==> config.mk <==
export PLATFORM = sky130hd
export DESIGN_NAME = ttce_fifo
export DESIGN_NICKNAME = d
export VERILOG_FILES = /design/src/hw/rtl/ttce_fifo.sv
export SDC_FILE = /design/constraint.sdc
export NUM_CORES = 1
export LEC_CHECK = 0
export BUFFER_PORTS_ARGS = -buffer_cell sky130_fd_sc_hd__buf_4
export CAP_MARGIN = 20
export CORE_MARGIN = 5
export CORE_UTILIZATION = 40
export CTS_CLUSTER_DIAMETER = 30
export CTS_CLUSTER_SIZE = 8
export DETAILED_ROUTE_END_ITERATION = 8
export GPL_TIMING_DRIVEN = 0
export HOLD_SLACK_MARGIN = 0.12
export PLACE_DENSITY = 0.74
export SYNTH_ARGS = -nofsm -noshare
export SYNTH_HDL_FRONTEND = slang
export SYNTH_SLANG_ARGS = --single-unit
export TNS_END_PERCENT = 10
==> constraint.sdc <==
create_clock -name clk -period 1.55 [get_ports clk]
set_input_delay 0.2325 -clock clk [delete_from_list [all_inputs] [get_ports clk]]
set_output_delay 0.2325 -clock clk [all_outputs]
set_load 0.02 [all_outputs]
==> src/hw/rtl/ttce_fifo.sv <==
// Small synchronous queue of fixed-width words, power-of-two depth.
// Standalone; used for the command queue and the result queue.
module ttce_fifo #(
  parameter int WIDTH = 8,
  parameter int DEPTH = 2,
  localparam int PW = (DEPTH > 1) ? $clog2(DEPTH) : 1,
  localparam int NW = $clog2(DEPTH + 1)
) (
  input  logic             clk,
  input  logic             rst_n,
  input  logic             push,
  input  logic [WIDTH-1:0] wdata,
  output logic             full,
  input  logic             pop,
  output logic [WIDTH-1:0] rdata,
  output logic             empty
);

  logic [WIDTH-1:0] mem_r [DEPTH];
  logic [PW-1:0]    wr_ptr_r, wr_ptr_nxt;
  logic [PW-1:0]    rd_ptr_r, rd_ptr_nxt;
  logic [NW-1:0]    cnt_r, cnt_nxt;
  logic             do_push, do_pop;

  assign full    = (cnt_r == NW'(DEPTH));
  assign empty   = (cnt_r == '0);
  assign do_push = push && !full;
  assign do_pop  = pop && !empty;
  assign rdata   = mem_r[rd_ptr_r];

  always_comb begin
    wr_ptr_nxt = do_push ? PW'(wr_ptr_r + 1'b1) : wr_ptr_r;
    rd_ptr_nxt = do_pop ? PW'(rd_ptr_r + 1'b1) : rd_ptr_r;
    cnt_nxt    = cnt_r;
    if (do_push && !do_pop) begin
      cnt_nxt = NW'(cnt_r + 1'b1);
    end else if (do_pop && !do_push) begin
      cnt_nxt = NW'(cnt_r - 1'b1);
    end
  end

  always_ff @(posedge clk) begin
    if (!rst_n) begin
      wr_ptr_r <= '0;
      rd_ptr_r <= '0;
      cnt_r    <= '0;
    end else begin
      wr_ptr_r <= wr_ptr_nxt;
      rd_ptr_r <= rd_ptr_nxt;
      cnt_r    <= cnt_nxt;
    end
  end

  always_ff @(posedge clk) begin
    if (do_push) begin
      mem_r[wr_ptr_r] <= wdata;
    end
  end

endmodule

; After elaboration in Yosys (flattened, before gate mapping)
; Memories as Yosys holds them, arrays and structs flattened. A register that Yosys moved wholly into a read port is not among the register bits.
; Index checks and enable logic that the tools add are counted.
; Widths: inputs -> output; s select.
[op_classes]
eq_ne = 1
muxes = 6
reduce_logical = 10
n_addsub = 4
[ops]
columns = cell, n
row1 = $logic_and 1x1->1, 4
row2 = $logic_not 1->1, 4
row3 = $mux 1, 4
row4 = $mux 2, 2
row5 = $add 1x1->1 const B, 2
row6 = $add 2x1->2 const B, 1
row7 = $eq 2x2->1 const B, 1
row8 = $logic_not 2->1, 1
row9 = $reduce_bool 2->1, 1
row10 = $sub 2x1->2 const B, 1
[word_totals]
memories = 1
mem_bits_rw = 16
out_inout_bits = 10
ff_bits = 4
word_cells = 25
in_bits = 12
[mem_list]
columns = name, depth, width, read_ports, rd_ports_with_merged_regs, wr, line
row1 = mem_r, 2, 8, 1, 1, 1, 19  ; logic [WIDTH-1:0] mem_r [DEPTH];

; Logic depth before layout (Yosys ltp)
; Gate-level depths: netlist of the first run.
[depth]
word_depth = 7
depth_mapped = 7
ltp_nobuf = 7

; Worst setup path after synthesis of the first run
; Ideal clock, no wire load.
[synth_timing]
path_type = reg2reg
from = register cnt_r[0]
to = register cnt_r[1]
setup_ns = 0.070
arrival_time_ns = 1.548
required_time_ns = 1.480
slack_ns = -0.068
period_less_slack_ns = 1.618
path_stages_with_launch = 7
path_cell_list = dfxtp_1 nand2b_1 inv_1 nor2_1 ha_1 or3_1 a21oi_1
[synth_via]
elab_chain_len = 6
word_cells_on_any_way = 15
classes_between = 2 x add/sub / 1 x eq/ne / 2 x mux / 10 x reduce/logical
[synth_lines]
columns = element, line
row1 = "start, declared", 22  ; logic [NW-1:0] cnt_r, cnt_nxt;
row2 = "start signal, assigned", 50  ; cnt_r <= cnt_nxt;
row3 = $eq 2x2->1 (*), 25  ; assign full = (cnt_r == NW'(DEPTH));
row4 = via full, 13  ; output logic full,
row5 = $logic_not 1->1 (*), 27  ; assign do_push = push && !full;
row6 = $logic_and 1x1->1 (*), 27
row7 = via do_push, 23  ; logic do_push, do_pop;
row8 = $logic_not 1->1, 37  ; end else if (do_pop && !do_push) begin
row9 = $logic_and 1x1->1, 37
row10 = $reduce_bool 2->1 (no source line), -
; The timed path passes the listed nets; every way through them passes the cells marked *. The select of a mux whose other input is x is not followed.
; A chain may end at the register's enable or synchronous reset.

==> results of run 1 <==
## worst max-delay path by stage
stage / to / slack (ps)
finish: rdata[6] / 40
global route: rdata[6] / -20
CTS: rdata[6] / 6
detailed placement: mem_r[0][0]$_DFFE_PP_ / -40
global placement: cnt_r[1]$_SDFFE_PN0P_ / -1
floorplan: cnt_r[1]$_SDFFE_PN0P_ / 1
## worst max-delay path, stage by stage (launching register included)
cell and delay, ps:
dfxtp_2 340, buf_6 130, mux2_2 340, buf_4 160
## cell families (layout without fill, tap and decap cells)
group | after synthesis | count (layout) | share of synthesized area (%)
flops | 21 | 21 | 72.3
simple gates | 9 | 9 | 5.92
mux | 8 | 8 | 11.2
compound gates | 5 | 5 | 3.74
buf+inv | 4 | 41 | 2.02
xor+xnor | 3 | 3 | 3.27
fa+ha+maj | 1 | 1 | 1.56
## synth_stat cells
cell type and count:
ha_1 1, buf_2 1, xor2_1 3, nand2b_1 1
inv_1 3, a21boi_0 1, edfxtp_1 16, or3_1 1
nor3_2 1, mux2_2 8, nor2_1 5, o21a_1 1
and3_1 1, dfxtp_1 5, o21ai_0 2, a21oi_1 1
## power by group through the flow
stage / sequential [mW] / combinational, mW / clock (mW)
final: 0.785 / 0.781 / 0.265
after global placement: 0.773 / 0.617 / 0
after floorplan: 0.766 / 0.415 / 0
after detailed placement: 0.779 / 0.635 / 0
after CTS: 0.780 / 0.699 / 0.275
after global routing: 0.794 / 0.836 / 0.311
## timing repair
action / in CTS / in global routing
endpoints found under the hold margin: 17 / 0
buffers inserted: 1 / 2
endpoints found under the setup margin: 17 / 14
gates resized for setup: 6 / 9
pin swaps: 1 / 3
hold buffers: 9 / 0
gates cloned: 0 / 0
## through the flow
step	cells	hold slack (ps)	total power [mW]	setup slack, ps
2_1_floorplan	51	331	1.18	1.15
3_3_place_gp	99	419	1.39	-1.20
3_5_place_dp	99	423	1.41	-42.8
4_1_cts	113	260	1.75	6.47
5_1_grt	115	268	1.94	-19.7
6_report	115	271	1.83	37.6
## per-layer routing
metal	share of wire [%]	routed length, um
met3	5.3	78
met1	38	553
met4	1.3	19
met2	56	813
met5	0	0
## placed cells by master (no fill, tap or decap), types with 2 or more instances in the layout
cell type / count
clkbuf_4: 3
nor2_1: 5
xor2_1: 3
dlygate4sd3_1: 9
inv_1: 2
dfxtp_1: 2
edfxtp_1: 16
buf_6: 7
buf_4: 18
mux2_2: 8
dfxtp_2: 2
## final cells by class
class | instances | area share, %
flip-flops and latches | 21 | 49.6
multi-input cells | 26 | 18.4
repair buffers | 33 | 24.7
clock buffers | 3 | 1.90
clock inverters | 1 | 0.634
plain buffers | 1 | 0.951
inverters | 3 | 0.951
well taps | 27 | 2.85
## registers in the layout, indices dropped and copies added (netlist names), named ones only
name	count
wr_ptr_r	1
rd_ptr_r	1
mem_r	16
cnt_r	2
==> key figures, run 1 <==
Detailed routing
  – Total wire length: 1.46 mm
  – Number of DRC markers in iteration 0: 14
  – Vias: between 500 and 600
  – TritonRoute pass-1 iters: 4
  – DRC viols: 0
  – Detail Route Antenna Nets: 0
  – Via density: between 4 and 5
  – WL per Instance: between 10 and 15 um

Clocking
  – CTS clk-pin slew, worst paths: approximately 120 ps
  – Clock sink total: 21
  – CTS tree: done
  – CTS root buf: clkbuf_4
  – CTS HTree Levels: 1
  – CTS Buf Count: 3
  – Clock Path Buffers: 2
  – Worst-Skew Late Latency: just over 300 ps

Floorplan
  – IO Pins: 22
  – # rows: 16
  – Die ar.: approximately 0.003 mm^2
  – Core Footprint: about 0.0019 mm^2
  – Initial core utilization: 41.4%
  – Die Width: approximately 55 um
  – Die Ht: approximately 55 um

Place
  – Placer Congestion: 0.687
  – Post-DP HPWL: slightly below 1 mm
  – Placed Area: roughly 990 um^2
  – I/O Buffers: 21

Yosys
  – Cell taking the most area after synthesis: edfxtp_1
  – Seq/Total Area, Yosys: between 70% and 80%
  – Mapped Nets: 64
  – Syn Inst Count: roughly 50
  – Cell variety after synth: 16
  – Synth Register Bits: 21
  – Ys Warns: 0
  – Synth top area cells: edfxtp_1 60%, dfxtp_1 12%, mux2_2 11%, xor2_1 3.3%, nor2_1 2.3%
  – Yosys top cell area share: approximately three fifths
  – Avg Inst Size Synth: ~16 um^2
  – Synthesized area: 803 um^2

Global route
  – Vias in the first global route: between 500 and 600
  – Largest net degree at the start of global routing: 14
  – Met2 Track Usage GR: 20.9%
  – All-Layer GR Usage: between 10% and 20%
  – First-pass GRT wire length: 2.26 mm
  – Global route overflow: 0
  – M1 GR Usage: under 10%
  – Met3 GRT Util: 3.54%
  – Gr busiest metal: met2
  – Initial antenna violation count: 0

Layout
  – Fillers: around 160
  – Seq. cell area: ~590 um^2
  – Final net count: just over 100
  – Area occupied by multi-input gates: roughly 220 um^2
  – Layout cells sized above 1: between 50% and 60%
  – Area Overhead vs Synth: 47.4%
  – Post-layout util: around three fifths
  – Diode count: 0
  – Design area: roughly 0.0012 mm^2

Power and ir drop
  – Sw Pwr: roughly 600 uW
  – PwrDens: around 1500 mW/mm^2
  – Int Pwr: 1.23 mW
  – Switching part of the total: about a third
  – Maximum vdd drop: 852 uV
  – Clk pwr share: ~14%
  – Gate power share: between 40% and 50%
  – Static leakage: approximately 0.47 nW
  – Reg power frac: between 40% and 50%

Hold path
  – HP Start: push
  – WHS Path Cells: 3
  – Min-Delay Endpoint: wr_ptr_r$_SDFFE_PN0P_
  – HP Class: primary input to flop

Setup path
  – Worst EP arrival: between 1000 and 1500 ps
  – WS Path Type: flop to primary output
  – WP data required: approximately 1300 ps
  – Crit-path max FO: 8
  – Critical path launch point type: flop
  – Worst Setup End Kind: primary output
  – Reg2Reg Setup Slack: roughly 60 ps
  – FF-to-FF path depth: 6
  – Worst reg2reg path endpoint: cnt_r[1]$_SDFFE_PN0P_
  – Origin of the critical flop-to-flop path: cnt_r[0]$_SDFFE_PN0P_

Timing
  – Worst slew pin tran: 728 ps
  – Setup TNS: 0 ps
  – RSZ-0062 raised after global routing: true
  – Setup violators final: 0
  – Highest clock rate: ~660 MHz
  – Hold Fails Final Rpt: 0
  – Clock Skew: 12.5 ps
  – Period utilization: 97.6%
  – Final min period: 1510 ps
  – Slew HR: just over 50%
  – Max-slew violation count: 0

Run status
  – Status: completed

Flow run
  – Total of max-cap violations: 0
Note: power is estimated with default switching activity, not from simulation.
==> run 2, diff against run 1 <==
- MAX_ROUTING_LAYER: default -> met4
- PLACE_DENSITY: 0.74 -> 0.72
- clock period: 1.55 -> 1.6 ns (I/O delays scaled with it)
==> key figures, run 2 (synthesis gave the netlist of run 1 again) <==
Power and ir drop
  – Clk pwr share: 14.3%
  – Static leakage: about 0.46 nW
  – Switching part of the total: 32.5%
  – Gate power share: about two fifths
  – Design Power: approximately 1.7 mW
  – Int Pwr: between 1 and 1.5 mW
  – Sw Pwr: approximately 570 uW
  – Reg power frac: between 40 and 50%
  – PwrDens: approximately 1500 mW/mm^2
  – Maximum vdd drop: approximately 1100 uV

Timing
  – Slew HR: about half
  – Highest clock rate: between 600 and 700 MHz
  – Worst hold slack: ~150 ps
  – Worst slew pin tran: 761 ps
  – Setup TNS: 0 ps
  – Final min period: ~1500 ps
  – Clock Skew: roughly 4.6 ps
  – Setup violators final: 0
  – Period utilization: a little over nine tenths
  – RSZ-0062 raised after global routing: false
  – Max-slew violation count: 0
  – Hold Fails Final Rpt: 0

Clocking
  – CTS tree: done
  – Clock sink total: 21
  – Worst-Skew Late Latency: roughly 290 ps
  – CTS Buf Count: 3
  – CTS clk-pin slew, worst paths: 120 ps
  – Clock Path Buffers: 2
  – CTS root buf: clkbuf_4
  – CTS HTree Levels: 1

Layout
  – Final net count: between 100 and 150
  – Seq. cell area: ~590 um^2
  – Commonest non-fill, non-tap cell in the layout: buf_4
  – Post-layout util: between 50% and 60%
  – Area Overhead vs Synth: 43.8%
  – Fillers: between 150 and 200
  – Reg with most FFs: mem_r
  – Area occupied by multi-input gates: roughly 220 um^2
  – Max reg flops: 16
  – Diode count: 0
  – Top Registers: mem_r: 16 flops, cnt_r: 2 flops
  – Most frequent cells in the layout: 24 x buf_4, 16 x edfxtp_1, 8 x mux2_2, 8 x dlygate4sd3_1, 5 x nor2_1
  – Layout cells sized above 1: between 50% and 60%

Hold path
  – WHS Path Cells: 2
  – HP Start: rst_n
  – Min-Delay Endpoint: wr_ptr_r$_SDFFE_PN0P_
  – HP Class: primary input to flop

Floorplan
  – Die Ht: 54.8 um
  – # rows: 16
  – Core Footprint: approximately 0.0019 mm^2
  – Initial core utilization: about two fifths
  – Die ar.: roughly 0.003 mm^2
  – IO Pins: 22
  – Die Width: about 55 um

Global route
  – Vias in the first global route: around 550
  – Largest net degree at the start of global routing: 14
  – All-Layer GR Usage: between 10% and 20%
  – First-pass GRT wire length: approximately 2.2 mm
  – Global route overflow: 0
  – Initial antenna violation count: 0

Setup path
  – Worst EP arrival: ~1800 ps
  – WS Path Type: flop to flop
  – Worst Setup End Kind: flop
  – Critical path launch point type: flop
  – FF-to-FF path depth: 6
  – Crit-path max FO: 5
  – Reg2Reg Setup Slack: approximately 70 ps
  – Worst reg2reg path endpoint: cnt_r[1]$_SDFFE_PN0P_
  – Origin of the critical flop-to-flop path: cnt_r[0]$_SDFFE_PN0P_
  – WP data required: 1840 ps

Detailed routing
  – Via density: 4.52
  – Number of DRC markers in iteration 0: 5
  – DRC viols: 0
  – Total wire length: 1.42 mm
  – Detail Route Antenna Nets: 0
  – Vias: 515
  – TritonRoute pass-1 iters: 3
  – WL per Instance: ~12 um

Run status
  – Status: completed

Flow run
  – Total of max-cap violations: 0

Place
  – Post-DP HPWL: just under 1 mm
  – Placer Congestion: a little under 0.7
  – I/O Buffers: 21
[run 2: changes by cell type in the layout (fill, tap and decap cells not counted), sizes merged]
cell / change
dlygate4sd3: -1
[run 2: what timing repair did]
item                                    4_1_cts  5_1_grt
endpoints found under the setup margin       17       15
pin swaps                                     0        1
setup buffers                                 0        3
hold buffers                                  8        0
hold endpoints to repair                     12        0
gates resized for setup                       2        7
[run 2: power groups by stage]
| stage | registers [mW] | clock network, mW | logic (mW) |
|---|---|---|---|
| after floorplan | 0.742 | 0 | 0.402 |
| after global placement | 0.748 | 0 | 0.598 |
| after detailed placement | 0.756 | 0 | 0.615 |
| after CTS | 0.746 | 0.259 | 0.640 |
| after global routing | 0.772 | 0.289 | 0.789 |
| final | 0.761 | 0.249 | 0.730 |
[run 2: worst max-delay path by stage]
stage,from,to,slack [ps],cells past startpoint
CTS,cnt_r[0]$_SDFFE_PN0P_,cnt_r[1]$_SDFFE_PN0P_,20,6
global placement,cnt_r[0]$_SDFFE_PN0P_,cnt_r[1]$_SDFFE_PN0P_,50,6
floorplan,cnt_r[0]$_SDFFE_PN0P_,cnt_r[1]$_SDFFE_PN0P_,50,6
detailed placement,cnt_r[0]$_SDFFE_PN0P_,mem_r[0][6]$_DFFE_PP_,10,3
global route,flop,rdata[1],10,3
finish,cnt_r[0]$_SDFFE_PN0P_,cnt_r[1]$_SDFFE_PN0P_,70,6
[run 2: layout make-up]
type	count	share of cell area, %
tap	27	2.93
clock inverter	1	0.650
sequential	21	50.7
timing repair buffer	32	22.5
multi-input combinational	26	19.3
buffer	1	0.975
inverter	3	0.975
clock buffer	3	1.95
[run 2: layer usage]
metal  vias up  part of all wire (%)  GRT usage [%]
met2        12                    54           20.3
met3         2                   4.2           3.27
li1        254                     -              -
met5         -                     0              -
met4         0                  0.35           3.73
met1       247                    41           10.7
[run 2: worst max-delay path: stages (launching register included)]
cell and delay [ps]:
dfxtp_4 370, nand2b_4 140, inv_2 70, nor2_1 50, ha_1 300, or3_4 400, a21oi_2 130
[run 2: stage by stage]
stage | cell area (um^2) | cells | setup slack [ps]
floorplan | 803 | 51 | 51.1
global placement | 995 | 99 | 49.0
detailed placement | 995 | 99 | 12.7
CTS | 1110 | 111 | 23.8
global route | 1150 | 114 | 11.8
finish | 1150 | 114 | 70.2
