$ cat config.mk
export PLATFORM = sky130hd
export DESIGN_NAME = ttce_front
export DESIGN_NICKNAME = d
export VERILOG_FILES = /design/src/hw/rtl/ttce_pkg.sv /design/src/hw/rtl/ttce_fifo.sv /design/src/hw/rtl/ttce_front.sv
export SDC_FILE = /design/constraint.sdc
export NUM_CORES = 1
export LEC_CHECK = 0
export BUFFER_PORTS_ARGS = -buffer_cell sky130_fd_sc_hd__buf_4
export CORE_ASPECT_RATIO = 0.5
export CORE_MARGIN = 2
export CORE_UTILIZATION = 47
export CTS_CLUSTER_SIZE = 12
export DETAILED_ROUTE_END_ITERATION = 6
export HOLD_SLACK_MARGIN = 0.08
export PLACE_DENSITY = 0.85
export REMOVE_ABC_BUFFERS = 1
export SLEW_MARGIN = 20
export SYNTH_ARGS = -nofsm -noshare
export SYNTH_HDL_FRONTEND = slang
export SYNTH_HIERARCHICAL = 1
export SYNTH_SLANG_ARGS = --single-unit
$ cat constraint.sdc
create_clock -name clk -period 1.81 [get_ports clk]
set_input_delay 0.0905 -clock clk [delete_from_list [all_inputs] [get_ports clk]]
set_output_delay 0.0905 -clock clk [all_outputs]
set_load 0.01 [all_outputs]
$ cat src/hw/rtl/ttce_pkg.sv
// Shared types and constants for the text terminal character engine.
// Used by the front end, back end, top level and checker; depends on nothing else.
package ttce_pkg;

  localparam int DEF_COLUMNS = 80;
  localparam int DEF_ROWS    = 25;
  localparam int CMDQ_DEPTH  = 2;
  localparam int RESQ_DEPTH  = 2;

  localparam logic [1:0] OP_PUT   = 2'd0;
  localparam logic [1:0] OP_CLEAR = 2'd1;
  localparam logic [1:0] OP_READ  = 2'd2;

  localparam logic [7:0] CH_BACKSPACE = 8'd8;
  localparam logic [7:0] CH_TAB       = 8'd9;
  localparam logic [7:0] CH_NEWLINE   = 8'd10;
  localparam logic [7:0] CH_RETURN    = 8'd13;
  localparam logic [7:0] CH_SPACE     = 8'h20;

  localparam logic [7:0] TEXT_COLOR_RST = 8'd10;

  typedef struct packed {
    logic [1:0] operation;
    logic [7:0] char_code;
    logic [4:0] read_row;
    logic [6:0] read_col;
  } in_item_t;

  typedef struct packed {
    logic [15:0] cell_value;
    logic [4:0]  cursor_row;
    logic [6:0]  cursor_col;
  } out_item_t;

  typedef enum logic [2:0] {
    CMD_PUT,
    CMD_BS,
    CMD_TAB,
    CMD_NL,
    CMD_CR,
    CMD_CLEAR,
    CMD_READ,
    CMD_NOP
  } cmd_kind_t;

  typedef struct packed {
    cmd_kind_t  kind;
    logic [7:0] char_code;
    logic [4:0] read_row;
    logic [6:0] read_col;
    logic       read_ok;
  } cmd_t;

  typedef enum logic [1:0] {
    BK_IDLE,
    BK_READ,
    BK_SCROLL,
    BK_CLEAR
  } back_state_t;

endpackage

$ cat src/hw/rtl/ttce_fifo.sv
// Small synchronous queue of fixed-width words, power-of-two depth.
// Standalone; used for the command queue and the result queue.
module ttce_fifo #(
  parameter int WIDTH = 8,
  parameter int DEPTH = 2,
  localparam int PW = (DEPTH > 1) ? $clog2(DEPTH) : 1,
  localparam int NW = $clog2(DEPTH + 1)
) (
  input  logic             clk,
  input  logic             rst_n,
  input  logic             push,
  input  logic [WIDTH-1:0] wdata,
  output logic             full,
  input  logic             pop,
  output logic [WIDTH-1:0] rdata,
  output logic             empty
);

  logic [WIDTH-1:0] mem_r [DEPTH];
  logic [PW-1:0]    wr_ptr_r, wr_ptr_nxt;
  logic [PW-1:0]    rd_ptr_r, rd_ptr_nxt;
  logic [NW-1:0]    cnt_r, cnt_nxt;
  logic             do_push, do_pop;

  assign full    = (cnt_r == NW'(DEPTH));
  assign empty   = (cnt_r == '0);
  assign do_push = push && !full;
  assign do_pop  = pop && !empty;
  assign rdata   = mem_r[rd_ptr_r];

  always_comb begin
    wr_ptr_nxt = do_push ? PW'(wr_ptr_r + 1'b1) : wr_ptr_r;
    rd_ptr_nxt = do_pop ? PW'(rd_ptr_r + 1'b1) : rd_ptr_r;
    cnt_nxt    = cnt_r;
    if (do_push && !do_pop) begin
      cnt_nxt = NW'(cnt_r + 1'b1);
    end else if (do_pop && !do_push) begin
      cnt_nxt = NW'(cnt_r - 1'b1);
    end
  end

  always_ff @(posedge clk) begin
    if (!rst_n) begin
      wr_ptr_r <= '0;
      rd_ptr_r <= '0;
      cnt_r    <= '0;
    end else begin
      wr_ptr_r <= wr_ptr_nxt;
      rd_ptr_r <= rd_ptr_nxt;
      cnt_r    <= cnt_nxt;
    end
  end

  always_ff @(posedge clk) begin
    if (do_push) begin
      mem_r[wr_ptr_r] <= wdata;
    end
  end

endmodule

$ cat src/hw/rtl/ttce_front.sv
// Front end: takes input words, classifies them into commands and queues them.
// Depends on ttce_pkg and ttce_fifo.
module ttce_front #(
  parameter int ROWS       = ttce_pkg::DEF_ROWS,
  parameter int COLUMNS    = ttce_pkg::DEF_COLUMNS,
  parameter int CMDQ_DEPTH = ttce_pkg::CMDQ_DEPTH
) (
  input  logic               clk,
  input  logic               rst_n,
  input  logic               push,
  output logic               full,
  input  ttce_pkg::in_item_t in_data,
  output logic               cmd_valid,
  input  logic               cmd_pop,
  output ttce_pkg::cmd_t     cmd
);
  import ttce_pkg::*;

  cmd_t cmd_in;
  logic cmd_empty;

  always_comb begin
    cmd_in.char_code = in_data.char_code;
    cmd_in.read_row  = in_data.read_row;
    cmd_in.read_col  = in_data.read_col;
    cmd_in.read_ok   = (32'(in_data.read_row) < 32'(ROWS)) &&
                       (32'(in_data.read_col) < 32'(COLUMNS));
    case (in_data.operation)
      OP_PUT: begin
        case (in_data.char_code)
          CH_BACKSPACE: cmd_in.kind = CMD_BS;
          CH_TAB:       cmd_in.kind = CMD_TAB;
          CH_NEWLINE:   cmd_in.kind = CMD_NL;
          CH_RETURN:    cmd_in.kind = CMD_CR;
          default:      cmd_in.kind = CMD_PUT;
        endcase
      end
      OP_CLEAR: cmd_in.kind = CMD_CLEAR;
      OP_READ:  cmd_in.kind = CMD_READ;
      default:  cmd_in.kind = CMD_NOP;
    endcase
  end

  ttce_fifo #(
    .WIDTH($bits(cmd_t)),
    .DEPTH(CMDQ_DEPTH)
  ) u_cmdq (
    .clk   (clk),
    .rst_n (rst_n),
    .push  (push),
    .wdata (cmd_in),
    .full  (full),
    .pop   (cmd_pop),
    .rdata (cmd),
    .empty (cmd_empty)
  );

  assign cmd_valid = !cmd_empty;

endmodule

# Word level (Yosys, flattened, before mapping)
# Memories as Yosys holds them, arrays and structs flattened. A register that Yosys moved wholly into a read port is not among the register bits.
# Cells that the tools add are included.
# word_totals
ff_bits	4
mem_bits_rw	48
in_bits	26
n_memories	1
# mem_list
memory	depth	width	read_ports	rd_ports_with_merged_regs	write_ports	line_no	text
u_cmdq.mem_r	2	24	1	1	1	ttce_fifo.sv:19	logic [WIDTH-1:0] mem_r [DEPTH];
# classes
addsub	4
n_lt_le_gt_ge	2
eq_ne	7
muxes	8
reduce_logical	12
# ops
operator	n
$eq 8x4->1 const B	4
$pmux 3 s4	1
$pmux 3 s3	1
$lt 7x7->1 const B	1
$logic_and 1x1->1	5
$lt 5x5->1 const B	1
$eq 2x2->1 const B	2
$logic_not 1->1	4
$logic_not 2->1	2
$mux 1	4
$mux 2	2
$add 1x1->1 const B	2
$add 2x1->2 const B	1
$eq 2x1->1 const B	1
$reduce_bool 2->1	1
$sub 2x1->2 const B	1

# Logic depth before layout (Yosys ltp)
# Gate-level depths: netlist (run 1).
# logic_depth
word_depth	7
ltp_mapped	7

# By module
# Netlist (run 1), hierarchy kept.
# modules_own_cells
mod	n_inst	cells_per_inst	area_each_um2	seq_area_each_um2
ttce_fifo	1	100	1960.6	1541.5
ttce_front	1	18	142.6	0.0

# Least setup slack after synthesis (run 1)
# OpenSTA, ideal clock, no wires.
# synth_timing
path_type	register to register
from	register u_cmdq.cnt_r[0]
to	memory u_cmdq/mem_r[0][0] (netlist bit) (enable)
setup_ps	403
t_arrival_ps	1594
required_time_ps	1407
setup_slack_ps	-187
stages_incl_launch_ff	4
n_path_buf	0
period_less_slack_ps	1997
cell_sequence	dfxtp_1 nand2b_1 inv_2 nor3_2
# synth_between
elab_chain_len	5
# synth_lines
item	line_no	text
from (decl)	ttce_fifo.sv:22	logic [NW-1:0] cnt_r, cnt_nxt;
from (signal assigned)	ttce_fifo.sv:50	cnt_r <= cnt_nxt;
$eq 2x2->1	ttce_fifo.sv:25	assign full = (cnt_r == NW'(DEPTH));
via full	ttce_front.sv:11	output logic full,
$logic_not 1->1	ttce_fifo.sv:27	assign do_push = push && !full;
$logic_and 1x1->1	ttce_fifo.sv:27	
$mux 1	ttce_fifo.sv:55	if (do_push) begin
$mux 1 (not written as such)	ttce_fifo.sv:56	mem_r[wr_ptr_r] <= wdata;
to (decl)	ttce_fifo.sv:19	
# The timed path passes the listed nets, and every way through them passes these cells.

# Final worst setup path (run 1)
# layout_timing
from	register u_cmdq.cnt_r[0]
to	register u_cmdq.cnt_r[1]
# layout_between
elab_chain_len	6
word_cells_on_any_way	15
# layout_lines
item	line_no	text
$eq 2x2->1 *	ttce_fifo.sv:25	
$logic_not 1->1 *	ttce_fifo.sv:27	
$logic_and 1x1->1 *	ttce_fifo.sv:27	
via u_cmdq.do_push	ttce_fifo.sv:23	logic do_push, do_pop;
$logic_not 1->1	ttce_fifo.sv:37	end else if (do_pop && !do_push) begin
$logic_and 1x1->1	ttce_fifo.sv:37	
$reduce_bool 2->1 (no line)	--	
# The timed path passes the listed nets; every way through them passes the cells marked *. The select of a mux whose other input is x is not followed.
# A chain may end at the register's enable or synchronous reset.

==> flow_summary.yaml, run 1 <==
finish:
  final_nets: 226
  most-common-layout-cells: "buf_4 (53), edfxtp_1 (48), mux2_2 (24)"
  final.fill_count: 265
  fin_util: 0.6651
  drive_gt1_frac: 0.4444
  final_common_cell: "buf_4"
  antennaDiodeCount: 0
  syn2layout_area_growth_pct: 37.89
status:
  status: "completed"
clock_tree:
  clock_latency_ns: 0.31
  cts_tree: "yes"
  hold_buffers: 21
  clock_path_buffers: 2
  numCtsBuffers: 5
  path_clk_slew_ns: 0.09
  cts_root_buf: "clkbuf_8"
  ctsResizeCount: 0
  post_cts_buffers: 0
  clkSinkCount: 53
  htree_num_levels: 2
timing:
  max-slew-margin-rel: 0.7745
  rsz0062_at_grt: "no"
  period_minus_slack_ns: 1.601
  whs_ns: 0.1356
  hold_viol_final: 0
  finalCritPeriodShare: 0.8846
  layout_setup_ws_ns: 0.2088
  worst_pin_slew_ns: 0.3340
  fin_tns_setup_ns: 0
  setup_viol: 0
  clock_skew_ns: 0.006863
  fmax_mhz: 624.6
  drv_slew: 0
yosys:
  synth_fa_ha_area_frac: 0.01785
  syn-mean-instance-area_sq_um: 17.82
  ys_async_sr_fraction: 0
  synth_cells: 118
  ys_types: 27
  ys_ff_latch: 53
  yosys.area_share.simple: 0.04938
  synth_warnings: 6
  synth_top_family_by_area: "multiplexers"
  synth-edff-count: 48
  synth_area_sq_mm: 0.002103
  synth_compound_area_frac: 0.03867
  synthXorXnorAreaFrac: 0.01666
  synthMuxAreaShare: 0.1285
  synth_ff_type: "edfxtp_1"
  yosysSeqAreaShare: 0.7329
flow_run:
  cap_violations: 0
power:
  powerDensity_mw_per_mm2: 1216
  switching_share: 0.2844
  net-switching-power_mw: 1.003
  p_int_mw: 2.523
  max-vdd-ir-drop_v: 0.0006015
  p_comb_frac: 0.328
  power_frac_seq: 0.458
  power.leakage_nw: 1.105
  power_frac_clock: 0.213
critical_path:
  setup.worst_path.start: "u_cmdq/cnt_r[0]$_SDFFE_PN0P_"
  arrival_ns: 1.85
  worst_path_max_delay_cell: "dfxtp_1"
  critPathMaxFanout: 5
  worst_path_dominant_cell_family: "simple AND/OR/NAND/NOR gates"
  critPathLaunchType: "flip-flop"
  worst-r2r-setup-slack_ns: 0.21
  path_depth: 6
  worstPathRequired_ns: 2.06
  worstSetupPathType: "flip-flop to flip-flop"
  path_buf_inv: 1
  worstSetupEndpoint: "u_cmdq/cnt_r[1]$_SDFFE_PN0P_"
  slowest_delay_ns: 0.44
  worstPathCellList: "nand2b_1 -> inv_2 -> nor2_1 -> ha_1 -> or3_1 -> a21boi_1"
  reg2regPathDepth: 6
  r2r-start: "u_cmdq/cnt_r[0]$_SDFFE_PN0P_"
  reg2reg_to: "u_cmdq/cnt_r[1]$_SDFFE_PN0P_"
  cp-end-kind: "flip-flop"
floorplan:
  ios: 52
  num_rows: 17
  initial_core_util: 0.4824
  die_w_microns: 98.61
  die_area_sq_mm: 0.005058
  coreArea_sq_mm: 0.004360
  die_h_microns: 51.30
detailed_routing:
  drt-total-wl_mm: 4.309
  drc: 0
  first_pass_iters: 4
  vias: 1284
  drtIter0Drc: 68
  detail-route-antenna-nets: 0
  routed_via_density: 5.035
  wire_per_inst_microns: 16.90
global_route:
  grt_pass1_wl_mm: 6.741
  grt_usage: 0.1815
  grt_overflow_total: 0
  grt_antenna_before_repair: 0
  first_global_vias: 1363
  grt_max_degree: 25
place:
  portBuffers: 51
  dp_hpwl_mm: 2.555
  pre_cts_ws_ns: 0.2309
  gp_congestion: 0.7792
worst_hold_path:
  hold_class: "input port to flip-flop"
[flip-flops by register name, summed over array words and instances (netlist names), named ones only]
signal and flops:
u_cmdq/mem_r 48, u_cmdq/cnt_r 2, u_cmdq/rd_ptr_r 1, u_cmdq/wr_ptr_r 1
[stage by stage]
step	area [sq um]	cells	total power, mW
finish	2900	255	3.525
global route	2900	255	3.687
CTS	2900	255	3.515
detailed placement	2584	226	2.743
global placement	2584	226	2.704
floorplan	2088	115	2.228
[layer usage]
metal | routed length (microns) | GRT usage | share of wire
met4 | 68 | 0.05023 | 0.016
met1 | 1724 | 0.2128 | 0.40
met2 | 2335 | 0.3299 | 0.54
met3 | 180 | 0.05609 | 0.042
met5 | 0 | 0 | 0
[cells by family after synthesis]
| family | after synthesis |
|---|---|
| AO/OA/AOI/OAI | 12 |
| XOR/XNOR | 4 |
| adder cells (fa/ha/maj) | 3 |
| buffers and inverters | 8 |
| flip-flops | 53 |
| multiplexers | 24 |
| AND/OR/NAND/NOR | 14 |
[Yosys cell counts (2+ instances only)]
| cell | n | share of area |
|---|---|---|
| xnor2_1 | 3 | 0.012 |
| mux2_2 | 24 | 0.13 |
| and2_1 | 4 | 0.012 |
| a21oi_1 | 2 | 0.0048 |
| inv_1 | 4 | 0.0071 |
| buf_2 | 3 | 0.0071 |
| edfxtp_1 | 48 | 0.69 |
| o21ai_0 | 2 | 0.0048 |
| nor2_1 | 3 | 0.0054 |
| dfxtp_1 | 5 | 0.048 |
| ha_1 | 3 | 0.018 |
| o31ai_1 | 2 | 0.0071 |
[power groups by stage]
stage	Combinational, mW	Sequential [mW]	Clock [mW]
2_1_floorplan	0.558	1.67	0
3_3_place_gp	1.08	1.62	0
3_5_place_dp	1.10	1.64	0
4_1_cts	1.15	1.61	0.751
5_1_grt	1.25	1.63	0.807
6_report	1.16	1.62	0.752
[layout make-up]
cell class	count	area, sq um	share of cell area
clock inverters	1	8.758	0.003020
inverters	5	18.77	0.006471
clock buffers	7	97.59	0.03365
flip-flops and latches	53	1541	0.5315
multi-input cells	57	534.3	0.1842
repair buffers	75	628.1	0.2166
well taps	57	71.32	0.02459
[how the worst min path moves through the flow]
stage	start	to	slack, ns	cells past startpoint
final	in_data[20]	u_cmdq/mem_r[1][21]$_DFFE_PP_	0.14	2
after global routing	in_data[20]	u_cmdq/mem_r[1][21]$_DFFE_PP_	0.14	2
after CTS	in_data[20]	u_cmdq/mem_r[1][21]$_DFFE_PP_	0.13	2
after detailed placement	in_data[0]	u_cmdq/mem_r[1][1]$_DFFE_PP_	0.28	1
after global placement	in_data[0]	u_cmdq/mem_r[1][1]$_DFFE_PP_	0.28	1
after floorplan	in_data[9]	u_cmdq/mem_r[0][10]$_DFFE_PP_	0.19	0
Power figures use the tool's default switching activity.
==> run 2: changes to the inputs <==
RECOVER_POWER = 25   (was default)
==> run 2 against run 1 <==
Hold slack lost 0.00059 ns. Utilization decreased by 0.95 points. Largest cell class unchanged. Non-clock buffer count unchanged. Via count grew 0.70%. Clock skew about the same. Fmax down 0.12%. Cell count did not move. Combinational power about the same. Wire length shrank 0.46%. Clock power hardly changed. Worst setup slack worse by 0.0020 ns. Clock-buffer cell count unchanged.
==> flow_summary.yaml, run 2 (synthesis gave the netlist of run 1 again) <==
status:
  status: "completed"
power:
  powerDensity_mw_per_mm2: 1228
  max-vdd-ir-drop_v: 0.0006024
  switching_share: 0.2846
  power.leakage_nw: 1.064
  power_frac_clock: 0.214
  p_int_mw: 2.512
  power_frac_seq: 0.460
  p_comb_frac: 0.327
  net-switching-power_uw: 999.4
  finalPower_mw: 3.511
flow_run:
  cap_violations: 0
timing:
  whs_ns: 0.1350
  drv_slew: 0
  setup_viol: 0
  rsz0062_at_grt: "no"
  fin_tns_setup_ns: 0
  worst_pin_slew_ns: 0.3342
  hold_viol_final: 0
  period_minus_slack_ns: 1.603
  layout_setup_ws_ns: 0.2069
  finalCritPeriodShare: 0.8857
  max-slew-margin-rel: 0.7744
  fmax_mhz: 623.8
  clock_skew_ns: 0.007329
global_route:
  grt_max_degree: 25
  first_global_vias: 1363
  grt_pass1_wl_mm: 6.741
  grt_usage: 0.1815
  grt_antenna_before_repair: 0
  grt_overflow_total: 0
place:
  dp_hpwl_mm: 2.555
  pre_cts_ws_ns: 0.2309
  place_area_sq_mm: 0.002584
  dp_cells: 226
  portBuffers: 51
  gp_congestion: 0.7792
detailed_routing:
  drt-total-wl_mm: 4.289
  routed_via_density: 5.071
  detail-route-antenna-nets: 0
  wire_per_inst_microns: 16.82
  drc: 0
  vias: 1293
  first_pass_iters: 4
  drtIter0Drc: 87
floorplan:
  num_rows: 17
  die_area_sq_mm: 0.005058
  initial_core_util: 0.4824
  coreArea_sq_mm: 0.004360
  die_w_microns: 98.61
  die_h_microns: 51.30
  ios: 52
clock_tree:
  clock_latency_ns: 0.31
  clock_path_buffers: 2
  clkSinkCount: 53
  path_clk_slew_ns: 0.09
  cts_tree: "yes"
  ctsResizeCount: 0
  numCtsBuffers: 5
  cts_root_buf: "clkbuf_8"
  htree_num_levels: 2
finish:
  final.fill_count: 272
  antennaDiodeCount: 0
  largest_register_ffs: 48
  syn2layout_area_growth_pct: 35.93
  drive_gt1_frac: 0.3889
  final_nets: 226
  layout.cells.non_filler: 255
  most-common-layout-cells: "edfxtp_1 (48), buf_4 (37), mux2_2 (24)"
  final_common_cell: "edfxtp_1"
  stdcell_area_sq_mm: 0.002859
  regMostFlops: "u_cmdq/mem_r"
  reg_top3: "u_cmdq/mem_r x48, u_cmdq/cnt_r x2"
  fin_util: 0.6557
worst_hold_path:
  hold_class: "input port to flip-flop"
  whs_path_depth: 2
  hp-start: "in_data[20]"
  whs_endpoint: "u_cmdq/mem_r[1][21]$_DFFE_PP_"
critical_path:
  critPathLaunchType: "flip-flop"
  reg2reg_to: "u_cmdq/cnt_r[1]$_SDFFE_PN0P_"
  worst-r2r-setup-slack_ns: 0.21
  critPathMaxFanout: 5
  worstPathRequired_ns: 2.06
  reg2regPathDepth: 6
  cp-end-kind: "flip-flop"
  arrival_ns: 1.85
  worstSetupPathType: "flip-flop to flip-flop"
  r2r-start: "u_cmdq/cnt_r[0]$_SDFFE_PN0P_"
## run 2: layout make-up
cell class	instances	area, sq um	area share
clock buffer	7	97.59	0.03414
clock inverter	1	8.758	0.003063
inverter	5	18.77	0.006565
multi-input combinational	57	534.3	0.1869
sequential	53	1541	0.5392
tap	57	71.32	0.02495
timing repair buffer	75	586.8	0.2053
## run 2: how the worst max path moves through the flow
| stage | cells past startpoint | startpoint | slack (ns) | end |
|---|---|---|---|---|
| 3_5_place_dp | 6 | u_cmdq/cnt_r[0]$_SDFFE_PN0P_ | 0.23 | u_cmdq/cnt_r[1]$_SDFFE_PN0P_ |
| 4_1_cts | 6 | u_cmdq/cnt_r[0]$_SDFFE_PN0P_ | 0.20 | u_cmdq/cnt_r[1]$_SDFFE_PN0P_ |
| 5_1_grt | 7 | u_cmdq/cnt_r[0]$_SDFFE_PN0P_ | 0.07 | u_cmdq/cnt_r[1]$_SDFFE_PN0P_ |
| 6_report | 6 | u_cmdq/cnt_r[0]$_SDFFE_PN0P_ | 0.21 | u_cmdq/cnt_r[1]$_SDFFE_PN0P_ |
| 2_1_floorplan | 3 | u_cmdq/cnt_r[0]$_SDFFE_PN0P_ | -0.19 | u_cmdq/mem_r[0][0]$_DFFE_PP_ |
| 3_3_place_gp | 6 | u_cmdq/cnt_r[0]$_SDFFE_PN0P_ | 0.30 | u_cmdq/cnt_r[1]$_SDFFE_PN0P_ |
## run 2: power by group through the flow
stage          Clock [mW]  Sequential, mW  Combinational [mW]
2_1_floorplan           0            1.67               0.558
3_3_place_gp            0            1.62                1.08
3_5_place_dp            0            1.64                1.10
4_1_cts             0.751            1.61                1.15
5_1_grt             0.807            1.63                1.23
6_report            0.750            1.61                1.15
## run 2: per-layer routing
layer  wire [microns]  global-route usage  vias up
met5                0                   0        -
met4               59             0.05023        0
met3              178             0.05609        6
met2             2342              0.3299       37
met1             1709              0.2128      635
li1                 -                   -      615
## run 2: repair_timing
action / 4_1_cts / 5_1_grt
hold buffers: 21 / 0
hold endpoints to repair: 45 / 0
buffers inserted: 0 / 0
## run 2: worst max-delay path, stage by stage (launching register included)
cell	delay, ns
dfxtp_1	0.44
nand2b_1	0.19
inv_2	0.07
nor2_1	0.09
ha_1	0.27
or3_1	0.35
a21boi_1	0.14
==> run 3: changes to the inputs <==
REMOVE_ABC_BUFFERS = default   (was 1)
==> run 3 against run 2 <==
Register-to-register slack barely moved. Final area fell by 0.53%. Utilization fell by 0.34 points. Via count fell by 2.3%. Non-clock buffer count did not move. Clock skew fell by 0.0028 ns. First-iteration DRC count rose by 5.7%. Clock-buffer cell count fell by 2. Critical path type unchanged. Largest cell class unchanged. Largest power group unchanged. Highest routed layer unchanged.
==> flow_summary.yaml, run 3 (synthesis gave the netlist of run 1 again) <==
floorplan:
  coreArea_sq_mm: 0.004360
  num_rows: 17
  die_area_sq_mm: 0.005058
  die_w_microns: 98.61
  initial_core_util: 0.4824
  die_h_microns: 51.30
  ios: 52
timing:
  whs_ns: 0.1468
  setup_viol: 0
  fin_tns_setup_ns: 0
  layout_setup_ws_ns: 0.2198
  rsz0062_at_grt: "no"
  max-slew-margin-rel: 0.7643
  clock_skew_ns: 0.004572
  drv_slew: 0
  hold_viol_final: 0
  finalCritPeriodShare: 0.8786
  fmax_mhz: 628.9
  period_minus_slack_ns: 1.590
  worst_pin_slew_ns: 0.3505
power:
  powerDensity_mw_per_mm2: 1199
  power.leakage_nw: 1.047
  finalPower_mw: 3.410
  max-vdd-ir-drop_v: 0.0007730
critical_path:
  worstSetupPathType: "flip-flop to flip-flop"
  critPathLaunchType: "flip-flop"
  worstPathRequired_ns: 2.05
  arrival_ns: 1.83
  r2r-start: "u_cmdq/cnt_r[0]$_SDFFE_PN0P_"
  reg2regPathDepth: 6
  cp-end-kind: "flip-flop"
  setup.worst_path.start: "u_cmdq/cnt_r[0]$_SDFFE_PN0P_"
  worst-r2r-setup-slack_ns: 0.22
  reg2reg_to: "u_cmdq/cnt_r[1]$_SDFFE_PN0P_"
  critPathMaxFanout: 5
finish:
  final_common_cell: "edfxtp_1"
  layout.cells.non_filler: 255
  syn2layout_area_growth_pct: 35.22
  drive_gt1_frac: 0.3788
  most-common-layout-cells: "edfxtp_1 (48), buf_4 (35), mux2_2 (24)"
  final_nets: 226
  largest_register_ffs: 48
  stdcell_area_sq_mm: 0.002844
  reg_top3: "u_cmdq/mem_r x48, u_cmdq/cnt_r x2"
  regMostFlops: "u_cmdq/mem_r"
  fin_util: 0.6522
  antennaDiodeCount: 0
detailed_routing:
  first_pass_iters: 4
  wire_per_inst_microns: 15.32
  detail-route-antenna-nets: 0
  drc: 0
  routed_via_density: 4.953
  vias: 1263
  drtIter0Drc: 92
  drt-total-wl_mm: 3.907
clock_tree:
  clock_path_buffers: 2
  cts_tree: "yes"
  htree_num_levels: 2
  ctsResizeCount: 0
  numCtsBuffers: 5
  cts_root_buf: "clkbuf_8"
  clock_latency_ns: 0.30
  clkSinkCount: 53
  path_clk_slew_ns: 0.10
worst_hold_path:
  hp-start: "push"
  hold_class: "input port to flip-flop"
  whs_path_depth: 3
  whs_endpoint: "u_cmdq/wr_ptr_r$_SDFFE_PN0P_"
place:
  dp_cells: 226
  pre_cts_ws_ns: 0.2310
  place_area_sq_mm: 0.002596
  portBuffers: 51
  gp_congestion: 0.6919
  dp_hpwl_mm: 2.497
global_route:
  top_usage_layer: "met2"
  grt_antenna_before_repair: 0
  gr-usage-met3: 0.04514
  grt_overflow_total: 0
  grt_use_met2: 0.2800
  grt_use_met1: 0.2049
  first_global_vias: 1274
  grt_max_degree: 26
  grt_usage: 0.1612
  grt_pass1_wl_mm: 6.147
yosys:
  syn_nets: 147
flow_run:
  cap_violations: 0
status:
  status: "completed"
-- run 3: cell count changes in the layout (fill, tap and decap cells not counted), sizes merged --
| cell | before | now |
|---|---|---|
| buf | 38 | 37 |
| clkbuf | 23 | 22 |
| clkinvlp | 0 | 1 |
| inv | 5 | 6 |
-- run 3: power by group --
group,total (mW),internal (mW),switching (mW)
combinational,1.13,0.610,0.524
clock,0.670,0.275,0.395
sequential,1.61,1.54,0.0624
total,3.41,2.43,0.981
-- run 3: how the worst max path moves through the flow --
stage               cells after the start  slack [ns]                           end
finish                                  6        0.22  u_cmdq/cnt_r[1]$_SDFFE_PN0P_
global route                            6        0.12  u_cmdq/cnt_r[1]$_SDFFE_PN0P_
CTS                                     6        0.21  u_cmdq/cnt_r[1]$_SDFFE_PN0P_
detailed placement                      6        0.23  u_cmdq/cnt_r[1]$_SDFFE_PN0P_
global placement                        6        0.30  u_cmdq/cnt_r[1]$_SDFFE_PN0P_
floorplan                               3        0.18  u_cmdq/mem_r[0][0]$_DFFE_PP_
-- run 3: layout make-up --
cell class	instances	area [sq um]
Fill cell	303	1516
Timing Repair Buffer	75	588.1
Clock buffer	5	68.82
Tap cell	57	71.32
Clock inverter	3	21.27
Multi-Input combinational cell	57	534.3
Sequential cell	53	1541
Inverter	5	18.77
-- run 3: critical path: stages, from the launching register on --
cell and delay (ns):
dfxtp_1 0.36, nand2b_1 0.19, inv_2 0.10, nor2_1 0.05
ha_1 0.32, or3_1 0.35, a21boi_1 0.15
-- run 3: what timing repair did --
action / in CTS / in global routing
hold endpoints to repair: 45 / 0
setup buffers: 0 / 0
hold buffers: 21 / 0
-- run 3: metal layers --
layer / share of wire / vias to the layer above
met2: 0.52 / 29
li1: - / 612
met3: 0.039 / 2
met1: 0.44 / 620
met5: 0 / -
met4: 0.0018 / 0
